[config.mk]
export PLATFORM = sky130hd
export DESIGN_NAME = linear_fade_tail_of_word
export DESIGN_NICKNAME = d
export VERILOG_FILES = /design/src/hw/rtl/lfw_pkg.sv /design/src/hw/rtl/lfw_div.sv /design/src/hw/rtl/linear_fade_tail_of_word.sv
export SDC_FILE = /design/constraint.sdc
export NUM_CORES = 2
export LEC_CHECK = 0
export BUFFER_PORTS_ARGS = -buffer_cell sky130_fd_sc_hd__buf_2
export CAP_MARGIN = 25
export CORE_MARGIN = 3
export CORE_UTILIZATION = 35
export DETAILED_ROUTE_END_ITERATION = 7
export PLACE_DENSITY = 0.59
export SLEW_MARGIN = 25
export SYNTH_ARGS = -nofsm -noshare
export SYNTH_HDL_FRONTEND = slang
export SYNTH_SLANG_ARGS = --single-unit
[constraint.sdc]
create_clock -name clk -period 9 [get_ports clk]
set_clock_uncertainty 0.1 [all_clocks]
set_input_delay 1.8 -clock clk [delete_from_list [all_inputs] [get_ports clk]]
set_output_delay 1.8 -clock clk [all_outputs]
set_load 0.02 [all_outputs]
[src/hw/rtl/lfw_pkg.sv]
// ============================================================================
// lfw_pkg - shared definitions for the linear tail fade
// Field widths, register indexes, reset values and the records that travel
// between the front pipeline and the quotient pipeline.
// ============================================================================
package lfw_pkg;

  localparam int SAMPLE_W = 8;
  localparam int GAIN_W   = 9;
  localparam int FIELD_W  = 16;
  localparam int CFG_W    = 16;
  localparam int CFG_IDX_W = 2;
  // The scaled deviation never reaches 256, so eight quotient bits suffice
  // once an overflow check has ruled out larger quotients.
  localparam int QUO_W    = 8;

  localparam int DEF_GAIN_FRAC_BITS = 8;
  localparam int DEF_LENGTH_BITS    = 16;

  localparam logic [SAMPLE_W-1:0] MID       = 8'd128;
  localparam logic [SAMPLE_W-1:0] SAMPLE_MAX = 8'd255;
  localparam logic [SAMPLE_W-1:0] SAMPLE_MIN = 8'd0;

  localparam logic [CFG_IDX_W-1:0] REG_WINDOW     = 2'd0;
  localparam logic [CFG_IDX_W-1:0] REG_START_GAIN = 2'd1;
  localparam logic [CFG_IDX_W-1:0] REG_END_GAIN   = 2'd2;

  localparam logic [CFG_W-1:0]  RST_WINDOW     = 16'd1024;
  localparam logic [GAIN_W-1:0] RST_START_GAIN = 9'd256;
  localparam logic [GAIN_W-1:0] RST_END_GAIN   = 9'd0;

  // Per-word information that rides along with the arithmetic.
  typedef struct packed {
    logic [SAMPLE_W-1:0] sample;
    logic                neg;
    logic                pass;
  } side_t;

  // Outcome of the quotient pipeline.
  typedef struct packed {
    logic [QUO_W-1:0] quo;
    logic             ovf;
    logic             rem_nz;
    side_t            side;
  } div_res_t;

endpackage

[src/hw/rtl/lfw_div.sv]
// ============================================================================
// lfw_div - pipelined restoring divider
// An overflow stage followed by one quotient bit per stage, with a valid
// bit per stage and a ready chain that lets bubbles close up.
// ============================================================================
module lfw_div #(
  parameter int NUM_W = 34,
  parameter int DEN_W = 24
) (
  input  logic                 clk,
  input  logic                 rst_n,
  input  logic                 in_valid,
  output logic                 in_ready,
  input  logic [NUM_W-1:0]     in_num,
  input  logic [DEN_W-1:0]     in_den,
  input  lfw_pkg::side_t       in_side,
  output logic                 out_valid,
  input  logic                 out_ready,
  output lfw_pkg::div_res_t    out_res
);

  localparam int QB    = lfw_pkg::QUO_W;
  localparam int WIDE  = (NUM_W > DEN_W + QB) ? NUM_W : DEN_W + QB;
  localparam int EXT_W = WIDE + 1;

  logic [EXT_W-1:0]     rem_r  [QB+1];
  logic [EXT_W-1:0]     den_r  [QB+1];
  logic [QB-1:0]        quo_r  [QB+1];
  logic                 ovf_r  [QB+1];
  lfw_pkg::side_t       side_r [QB+1];
  logic [QB:0]          vld_r;
  logic [QB+1:0]        en;

  logic [EXT_W-1:0]     num_x;
  logic [EXT_W-1:0]     den_x;

  assign num_x = EXT_W'(in_num);
  assign den_x = EXT_W'(in_den);

  assign en[QB+1] = out_ready;

  genvar j;
  generate
    for (j = 0; j <= QB; j++) begin : g_en
      assign en[j] = !vld_r[j] || en[j+1];
    end
  endgenerate

  // Stage 0: decide whether the quotient would need more than QB bits.
  always_ff @(posedge clk) begin
    if (!rst_n) begin
      vld_r[0] <= 1'b0;
    end else if (en[0]) begin
      vld_r[0] <= in_valid;
    end
  end

  always_ff @(posedge clk) begin
    if (en[0]) begin
      rem_r[0]  <= num_x;
      den_r[0]  <= den_x;
      quo_r[0]  <= '0;
      ovf_r[0]  <= (num_x >= (den_x << QB));
      side_r[0] <= in_side;
    end
  end

  // Stage j settles quotient bit QB-j.
  generate
    for (j = 1; j <= QB; j++) begin : g_stage
      localparam int B = QB - j;
      logic [EXT_W-1:0] trial;
      logic             take;

      assign trial = den_r[j-1] << B;
      assign take  = !ovf_r[j-1] && (rem_r[j-1] >= trial);

      always_ff @(posedge clk) begin
        if (!rst_n) begin
          vld_r[j] <= 1'b0;
        end else if (en[j]) begin
          vld_r[j] <= vld_r[j-1];
        end
      end

      always_ff @(posedge clk) begin
        if (en[j]) begin
          rem_r[j]  <= take ? (rem_r[j-1] - trial) : rem_r[j-1];
          den_r[j]  <= den_r[j-1];
          quo_r[j]  <= quo_r[j-1] | (take ? (QB'(1) << B) : '0);
          ovf_r[j]  <= ovf_r[j-1];
          side_r[j] <= side_r[j-1];
        end
      end
    end
  endgenerate

  assign in_ready       = en[0];
  assign out_valid      = vld_r[QB];
  assign out_res.quo    = quo_r[QB];
  assign out_res.ovf    = ovf_r[QB];
  assign out_res.rem_nz = (rem_r[QB] != '0);
  assign out_res.side   = side_r[QB];

  // Without overflow the restoring steps must leave a remainder below the divisor.
  a_rem_below_den: assert property (@(posedge clk) disable iff (!rst_n)
    vld_r[QB] && !ovf_r[QB] |-> rem_r[QB] < den_r[QB])
    else $error("divider remainder not below divisor");

  // A stalled result keeps its valid and its quotient.
  a_stall_holds: assert property (@(posedge clk) disable iff (!rst_n)
    out_valid && !out_ready |=> out_valid && $stable(quo_r[QB]))
    else $error("divider result changed while stalled");

endmodule

[src/hw/rtl/linear_fade_tail_of_word.sv]
// ============================================================================
// linear_fade_tail_of_word - linear gain ramp over the tail of a word
// Scales the deviation of each offset-binary sample from silence by a gain
// that runs from the start gain to the end gain over the last samples of
// the word, rounding the signed result down and saturating to the 8-bit range.
// ============================================================================
// An accepted input word passes through three front stages, nine divider
// stages and one output register before its result word appears.
// Throughput: one word per cycle unless a held result fills the pipeline; the
// bit-per-stage divider sets the depth; per-stage valid bits close bubbles.
// Reset (rst_n low at a clock edge, synchronous) empties the pipeline and
// loads window 1024, start gain 256 and end gain 0.
module linear_fade_tail_of_word #(
  parameter int GAIN_FRAC_BITS = lfw_pkg::DEF_GAIN_FRAC_BITS,
  parameter int LENGTH_BITS    = lfw_pkg::DEF_LENGTH_BITS
) (
  input  logic                           clk,
  input  logic                           rst_n,
  // Input words.
  input  logic                           in_tvalid,
  output logic                           in_tready,
  // Fields from bit 0 up: sample_value[7:0], sample_index[23:8],
  // word_length[39:24].
  input  logic [39:0]                    in_tdata,
  // Result words.
  output logic                           out_tvalid,
  input  logic                           out_tready,
  // Fields from bit 0 up: shaped_sample[7:0].
  output logic [7:0]                     out_tdata,
  // Fields from bit 0 up: clipped[0].
  output logic [0:0]                     out_tuser,
  // Configuration writes.
  input  logic                           cfg_we,
  input  logic [lfw_pkg::CFG_IDX_W-1:0]  cfg_addr,
  input  logic [lfw_pkg::CFG_W-1:0]      cfg_wdata
);

  // Internal widths. The gain sum holds end*(w-rem) + start*rem, the
  // product holds the sample deviation times that sum, and the divisor is
  // the window length carrying the gain fraction bits.
  localparam int LEN_W = LENGTH_BITS;
  localparam int GW    = LEN_W + lfw_pkg::GAIN_W + 1;
  localparam int NUM_W = GW + lfw_pkg::SAMPLE_W;
  localparam int DEN_W = LEN_W + GAIN_FRAC_BITS;

  // ---------------------------------------------------------------------------
  // Configuration registers. The user must write only while the datapath is
  // idle; the block does not enforce it and reads them without shadow copies.
  // ---------------------------------------------------------------------------
  logic [lfw_pkg::CFG_W-1:0]  window_r;
  logic [lfw_pkg::GAIN_W-1:0] start_gain_r;
  logic [lfw_pkg::GAIN_W-1:0] end_gain_r;

  always_ff @(posedge clk) begin
    if (!rst_n) begin
      window_r     <= lfw_pkg::RST_WINDOW;
      start_gain_r <= lfw_pkg::RST_START_GAIN;
      end_gain_r   <= lfw_pkg::RST_END_GAIN;
    end else if (cfg_we) begin
      unique case (cfg_addr)
        lfw_pkg::REG_WINDOW:     window_r     <= cfg_wdata;
        lfw_pkg::REG_START_GAIN: start_gain_r <= cfg_wdata[lfw_pkg::GAIN_W-1:0];
        lfw_pkg::REG_END_GAIN:   end_gain_r   <= cfg_wdata[lfw_pkg::GAIN_W-1:0];
        default: ;
      endcase
    end
  end

  // ---------------------------------------------------------------------------
  // Ready chain. Each stage loads when it is empty or when the stage after it
  // is moving, so a held result stalls upstream words only behind full stages.
  // ---------------------------------------------------------------------------
  logic s1_vld_r, s2_vld_r, s3_vld_r, out_vld_r;
  logic en1, en2, en3, en_o;
  logic div_in_ready;
  logic div_out_valid;
  lfw_pkg::div_res_t div_res;

  assign en_o = !out_vld_r || out_tready;
  assign en3  = !s3_vld_r || div_in_ready;
  assign en2  = !s2_vld_r || en3;
  assign en1  = !s1_vld_r || en2;
  assign in_tready = en1;

  // ---------------------------------------------------------------------------
  // Stage 1: unpack, find the effective window, the distance to the word end
  // and whether the sample lies outside the ramp. A window of zero acts as a
  // window of one. Samples at or past the word end, or before the window,
  // pass unchanged.
  // ---------------------------------------------------------------------------
  logic [lfw_pkg::SAMPLE_W-1:0] in_sample;
  logic [LEN_W-1:0]             in_idx;
  logic [LEN_W-1:0]             in_len;
  logic [LEN_W-1:0]             win_raw;
  logic [LEN_W-1:0]             win_eff;
  logic [LEN_W-1:0]             w_c;
  logic [LEN_W-1:0]             rem_c;
  logic                         pass_c;
  logic                         neg_c;
  logic [lfw_pkg::SAMPLE_W-1:0] dev_c;

  always_comb begin
    in_sample = in_tdata[7:0];
    in_idx    = LEN_W'(in_tdata[23:8]);
    in_len    = LEN_W'(in_tdata[39:24]);
    win_raw   = LEN_W'(window_r);
    win_eff   = (win_raw == '0) ? LEN_W'(1) : win_raw;
    w_c       = (win_eff < in_len) ? win_eff : in_len;
    rem_c     = in_len - in_idx;
    pass_c    = (in_idx >= in_len) || (rem_c > w_c);
    neg_c     = (in_sample < lfw_pkg::MID);
    dev_c     = neg_c ? (lfw_pkg::MID - in_sample) : (in_sample - lfw_pkg::MID);
  end

  lfw_pkg::side_t               s1_side_r;
  logic [lfw_pkg::SAMPLE_W-1:0] s1_dev_r;
  logic [LEN_W-1:0]             s1_w_r;
  logic [LEN_W-1:0]             s1_rem_r;
  logic [LEN_W-1:0]             s1_wmr_r;

  always_ff @(posedge clk) begin
    if (!rst_n) begin
      s1_vld_r <= 1'b0;
    end else if (en1) begin
      s1_vld_r <= in_tvalid;
    end
  end

  always_ff @(posedge clk) begin
    if (en1) begin
      s1_side_r.sample <= in_sample;
      s1_side_r.neg    <= neg_c;
      s1_side_r.pass   <= pass_c;
      s1_dev_r         <= dev_c;
      s1_w_r           <= w_c;
      s1_rem_r         <= rem_c;
      s1_wmr_r         <= w_c - rem_c;
    end
  end

  // ---------------------------------------------------------------------------
  // Stage 2: the ramp numerator end*(w-rem) + start*rem, and the divisor
  // w scaled by the gain fraction. For pass-through words these are junk and
  // ignored at the output.
  // ---------------------------------------------------------------------------
  lfw_pkg::side_t               s2_side_r;
  logic [lfw_pkg::SAMPLE_W-1:0] s2_dev_r;
  logic [GW-1:0]                s2_g_r;
  logic [DEN_W-1:0]             s2_q_r;

  always_ff @(posedge clk) begin
    if (!rst_n) begin
      s2_vld_r <= 1'b0;
    end else if (en2) begin
      s2_vld_r <= s1_vld_r;
    end
  end

  always_ff @(posedge clk) begin
    if (en2) begin
      s2_side_r <= s1_side_r;
      s2_dev_r  <= s1_dev_r;
      s2_g_r    <= (GW'(end_gain_r) * GW'(s1_wmr_r)) + (GW'(start_gain_r) * GW'(s1_rem_r));
      s2_q_r    <= DEN_W'(s1_w_r) << GAIN_FRAC_BITS;
    end
  end

  // ---------------------------------------------------------------------------
  // Stage 3: deviation times ramp numerator, the dividend for the divider.
  // ---------------------------------------------------------------------------
  lfw_pkg::side_t   s3_side_r;
  logic [NUM_W-1:0] s3_p_r;
  logic [DEN_W-1:0] s3_q_r;

  always_ff @(posedge clk) begin
    if (!rst_n) begin
      s3_vld_r <= 1'b0;
    end else if (en3) begin
      s3_vld_r <= s2_vld_r;
    end
  end

  always_ff @(posedge clk) begin
    if (en3) begin
      s3_side_r <= s2_side_r;
      s3_p_r    <= NUM_W'(s2_dev_r) * NUM_W'(s2_g_r);
      s3_q_r    <= s2_q_r;
    end
  end

  // ---------------------------------------------------------------------------
  // Divider: floor quotient, remainder-nonzero flag for rounding the negative
  // half away from silence, and an overflow flag for quotients of 256 or more.
  // ---------------------------------------------------------------------------
  lfw_div #(
    .NUM_W (NUM_W),
    .DEN_W (DEN_W)
  ) u_div (
    .clk       (clk),
    .rst_n     (rst_n),
    .in_valid  (s3_vld_r),
    .in_ready  (div_in_ready),
    .in_num    (s3_p_r),
    .in_den    (s3_q_r),
    .in_side   (s3_side_r),
    .out_valid (div_out_valid),
    .out_ready (en_o),
    .out_res   (div_res)
  );

  // ---------------------------------------------------------------------------
  // Output stage: rebuild the offset-binary sample and saturate. Above
  // silence the magnitude is the floor quotient; below silence it is the
  // ceiling, so both halves round the signed deviation down. Landing exactly on zero
  // is not a clip.
  // ---------------------------------------------------------------------------
  logic [lfw_pkg::SAMPLE_W:0]   mag_up;
  logic [lfw_pkg::SAMPLE_W-1:0] shaped_nxt;
  logic                         clip_nxt;

  always_comb begin
    mag_up = {1'b0, div_res.quo} + (lfw_pkg::SAMPLE_W + 1)'(div_res.rem_nz);
    priority if (div_res.side.pass) begin
      shaped_nxt = div_res.side.sample;
      clip_nxt   = 1'b0;
    end else if (!div_res.side.neg) begin
      if (div_res.ovf || (div_res.quo > 8'd127)) begin
        shaped_nxt = lfw_pkg::SAMPLE_MAX;
        clip_nxt   = 1'b1;
      end else begin
        shaped_nxt = lfw_pkg::MID + div_res.quo;
        clip_nxt   = 1'b0;
      end
    end else begin
      if (div_res.ovf || (mag_up > {1'b0, lfw_pkg::MID})) begin
        shaped_nxt = lfw_pkg::SAMPLE_MIN;
        clip_nxt   = 1'b1;
      end else begin
        shaped_nxt = lfw_pkg::MID - mag_up[lfw_pkg::SAMPLE_W-1:0];
        clip_nxt   = 1'b0;
      end
    end
  end

  logic [lfw_pkg::SAMPLE_W-1:0] out_data_r;
  logic                         out_clip_r;

  always_ff @(posedge clk) begin
    if (!rst_n) begin
      out_vld_r <= 1'b0;
    end else if (en_o) begin
      out_vld_r <= div_out_valid;
    end
  end

  always_ff @(posedge clk) begin
    if (en_o) begin
      out_data_r <= shaped_nxt;
      out_clip_r <= clip_nxt;
    end
  end

  assign out_tvalid   = out_vld_r;
  assign out_tdata    = out_data_r;
  assign out_tuser[0] = out_clip_r;

  // A clipped result always sits on one of the rails.
  a_clip_on_rail: assert property (@(posedge clk) disable iff (!rst_n)
    out_vld_r && out_clip_r |->
      (out_data_r == lfw_pkg::SAMPLE_MIN || out_data_r == lfw_pkg::SAMPLE_MAX))
    else $error("clipped result not on a rail");

  // The input side only stalls when the whole pipeline backs up behind a
  // held result.
  a_stall_needs_full: assert property (@(posedge clk) disable iff (!rst_n)
    !in_tready |-> out_vld_r && !out_tready && s1_vld_r && s2_vld_r && s3_vld_r)
    else $error("input stalled without a full pipeline");

endmodule
==> flow_summary.ini <==
[run_status]
status = complete, no violations

[drt]
post_drt_wl_per_cell_um = 16.7
dr.pass1.iters = 5
vias = 33000
drtAntennaViolNets = 0
drtIter0Drc = 1522
routed_wl_um = 114000
viasPerCell = 4.85
route.detailed.drc = 0

[yosys]
synth_flop_cell = edfxtp_1
yosysWarnings = 0
ys_seq_area_frac = 0.455
synth_top_family_by_area = adder cells
avgSynthCellArea_um2 = 11.4
synth_compound_area_frac = 0.0779
synth_edf_count = 770
synth_area_um2 = 52900
yosys.area_share.adder = 0.227
async_flop_share = 0
syn_nets = 5429
ys_ff_latch = 817
synth-simple-area-share = 0.123
synthDistinctLibCells = 76
synthXorXnorAreaFrac = 0.0399
synthCells = 4643
synth_mux_area_frac = 0.0197

[place]
io_buffers = 73
dpl.hpwl_um = 89600
gp_congestion = 0.866
placed_area_um2 = 55500

[die]
die-area_um2 = 156000
die_w_um = 395
io_pins = 74
rows = 142
chipHeight_um = 395
core_area_um2 = 150000
start_util = 0.353

[worst_setup_path]
cp.required_ps = 9330
path_class = flop to flop
rrSetupSlack_ps = 2030
rr_endpoint = s2_g_r[24]
reg2reg_depth = 22
crit_arrival_ps = 7300
cp_max_fo = 17
end_kind = flop
startpoint_type = flop
timing.rr.start = start_gain_r[0]

[grt]
overflow = 0
grt_pass1_vias = 34400
grt_start_max_net_pins = 70
gr-usage-all-layers = 0.148
grt_antenna_before_repair = 9
grt_first_pass_wirelength_um = 185000

[clocking]
post_cts_resize_count = 0
clk_pin_slew_worst_paths_ps = 80
clockBufferDepth = 3
postCtsSetupBuffers = 0
ctsHoldBuffers = 0
cts.htree.levels = 3
cts_inserted_buffers = 91
cts_tree = yes
clk_latency_ps = 720
cts-root-buf = clkbuf_16
cts_sinks = 817

[sta]
slew_headroom = 0.329
tightest_slew_ps = 1010
hold_viol_final = 0
rsz0062_at_grt = no
fin_setup_tns_ps = 0
finalMaxSlewViolations = 0
min_period_ps = 6970
finalSetupViolCount = 0
min_period_over_period = 0.774
fmax_mhz = 144

[pwr]
total_power_uw = 22100
powerDensity_nw_per_um2 = 377
p_leak_uw = 0.0253
max-vdd-ir-drop_uv = 462

[hold_path]
hold_path_class = flop to flop
hold-path-cell-count = 0
hp-start = s1_dev_r[1]
holdPathEnd = s2_dev_r[1]

[final_layout]
fin_nets = 5485
fin_area_um2 = 58700
n_fill_cell = 14400
final_layout_size_suffix_gt1_frac = 0.0790
syn_to_final_growth_pct = 11.1

[flow_run]
maxCapViolCount = 0
placed cells by master, fill, tap and decap left out, types with 29 or more instances in the layout:
| master | count |
|---|---|
| xor2_1 | 108 |
| nor2_1 | 179 |
| ha_1 | 330 |
| dfxtp_1 | 47 |
| nor2b_1 | 54 |
| nor4_1 | 43 |
| buf_2 | 73 |
| nand4_1 | 36 |
| nand3_1 | 49 |
| nand2_1 | 501 |
| a21boi_0 | 29 |
| a21o_1 | 89 |
| xnor2_1 | 133 |
| o21ai_0 | 142 |
| edfxtp_1 | 770 |
| clkbuf_16 | 92 |
| and2_1 | 205 |
| mux2_2 | 73 |
| o21a_1 | 42 |
| a21oi_1 | 175 |
| inv_1 | 673 |
| nor3_1 | 65 |
| fa_1 | 393 |
| nand2b_1 | 42 |
synth_stat cells (29+ instances only):
master / count / area, um^2
nand4_1: 36 / 225
nor4_1: 43 / 269
o21ai_0: 142 / 711
a21boi_0: 29 / 218
nor2_1: 179 / 672
nor2b_1: 54 / 338
a21o_1: 89 / 668
nor3_1: 65 / 325
nand3_1: 50 / 250
xor2_1: 108 / 946
edfxtp_1: 770 / 23100
nand2b_1: 42 / 263
ha_1: 330 / 4130
o21a_1: 42 / 315
and2_1: 205 / 1280
fa_1: 393 / 7870
nand2_1: 507 / 1900
xnor2_1: 133 / 1160
a21oi_1: 175 / 876
mux2_2: 73 / 822
inv_1: 679 / 2550
clkbuf_1: 128 / 480
dfxtp_1: 47 / 941
worst max-delay path, cell delays in order, from the launching register on:
cell and delay (ps):
dfxtp_1 720, nand2_1 160, fa_1 570, inv_1 50
fa_1 490, inv_1 60, fa_1 530, inv_1 50
fa_1 470, fa_1 490, inv_1 50, fa_1 470
inv_1 40, ha_1 320, a21oi_1 130, o21ai_0 180
a211oi_1 340, o21ai_0 350, a211oi_1 390, nor3_1 120
or3_1 360, a21oi_1 180, xnor2_1 80
worst max path at each step:
stage | depth (start not counted) | start | slack (ps) | endpoint
after floorplan | 9 | out_tready | 1350 | in_tready
after global placement | 22 | start_gain_r[0] | 1990 | s2_g_r[24]
after detailed placement | 12 | out_tready | 2010 | in_tready
after CTS | 12 | out_tready | 2010 | in_tready
after global routing | 22 | start_gain_r[0] | 1650 | s2_g_r[24]
final | 22 | start_gain_r[0] | 2030 | s2_g_r[24]
state kept, by name (all words and copies together) (netlist names), 26 cells and up:
name	count
u_div.rem_r	314
s2_g_r	26
u_div.den_r	128
s3_p_r	34
u_div.quo_r	36
u_div.side_r	90
through the flow:
stage	setup WS, ps	utilization	std cells	hold WS [ps]
finish	2030	0.392	6796	267
global route	1650	0.392	6793	275
CTS	2010	0.391	6790	264
detailed placement	2010	0.370	6621	305
global placement	1990	0.370	6621	301
floorplan	1350	-	4643	300
routing by layer:
layer / global-route usage / wire (um) / vias up / share of wire
met3: 0.0209 / 3680 / 207 / 0.032
met1: 0.181 / 48500 / 16300 / 0.43
met2: 0.263 / 56700 / 574 / 0.50
met5: 0 / 13 / - / 0.00011
li1: - / - / 15900 / -
met4: 0.0586 / 4640 / 2 / 0.041
where the power goes:
part           total [uW]  internal (uW)  switching (uW)
Sequential           6880           5950             926
Combinational       11400           4960            6420
Clock                3870           2280            1600
layout make-up:
class	instances	area [um^2]	share of cell area
inverters	681	2560	0.0435
multi-input cells	3010	25800	0.440
clock buffers	101	2340	0.0398
flip-flops and latches	817	24100	0.410
diodes	5	12.5	0.000213
clock inverters	68	847	0.0144
well taps	2016	2520	0.0429
repair buffers	98	566	0.00963
cell families after synthesis:
family / count (synthesis)
buffers and inverters: 816
XOR/XNOR: 241
AND/OR/NAND/NOR: 1308
adder cells (fa/ha/maj): 723
AO/OA/AOI/OAI: 643
flip-flops: 817
multiplexers: 95
Power figures use the tool's default switching activity.
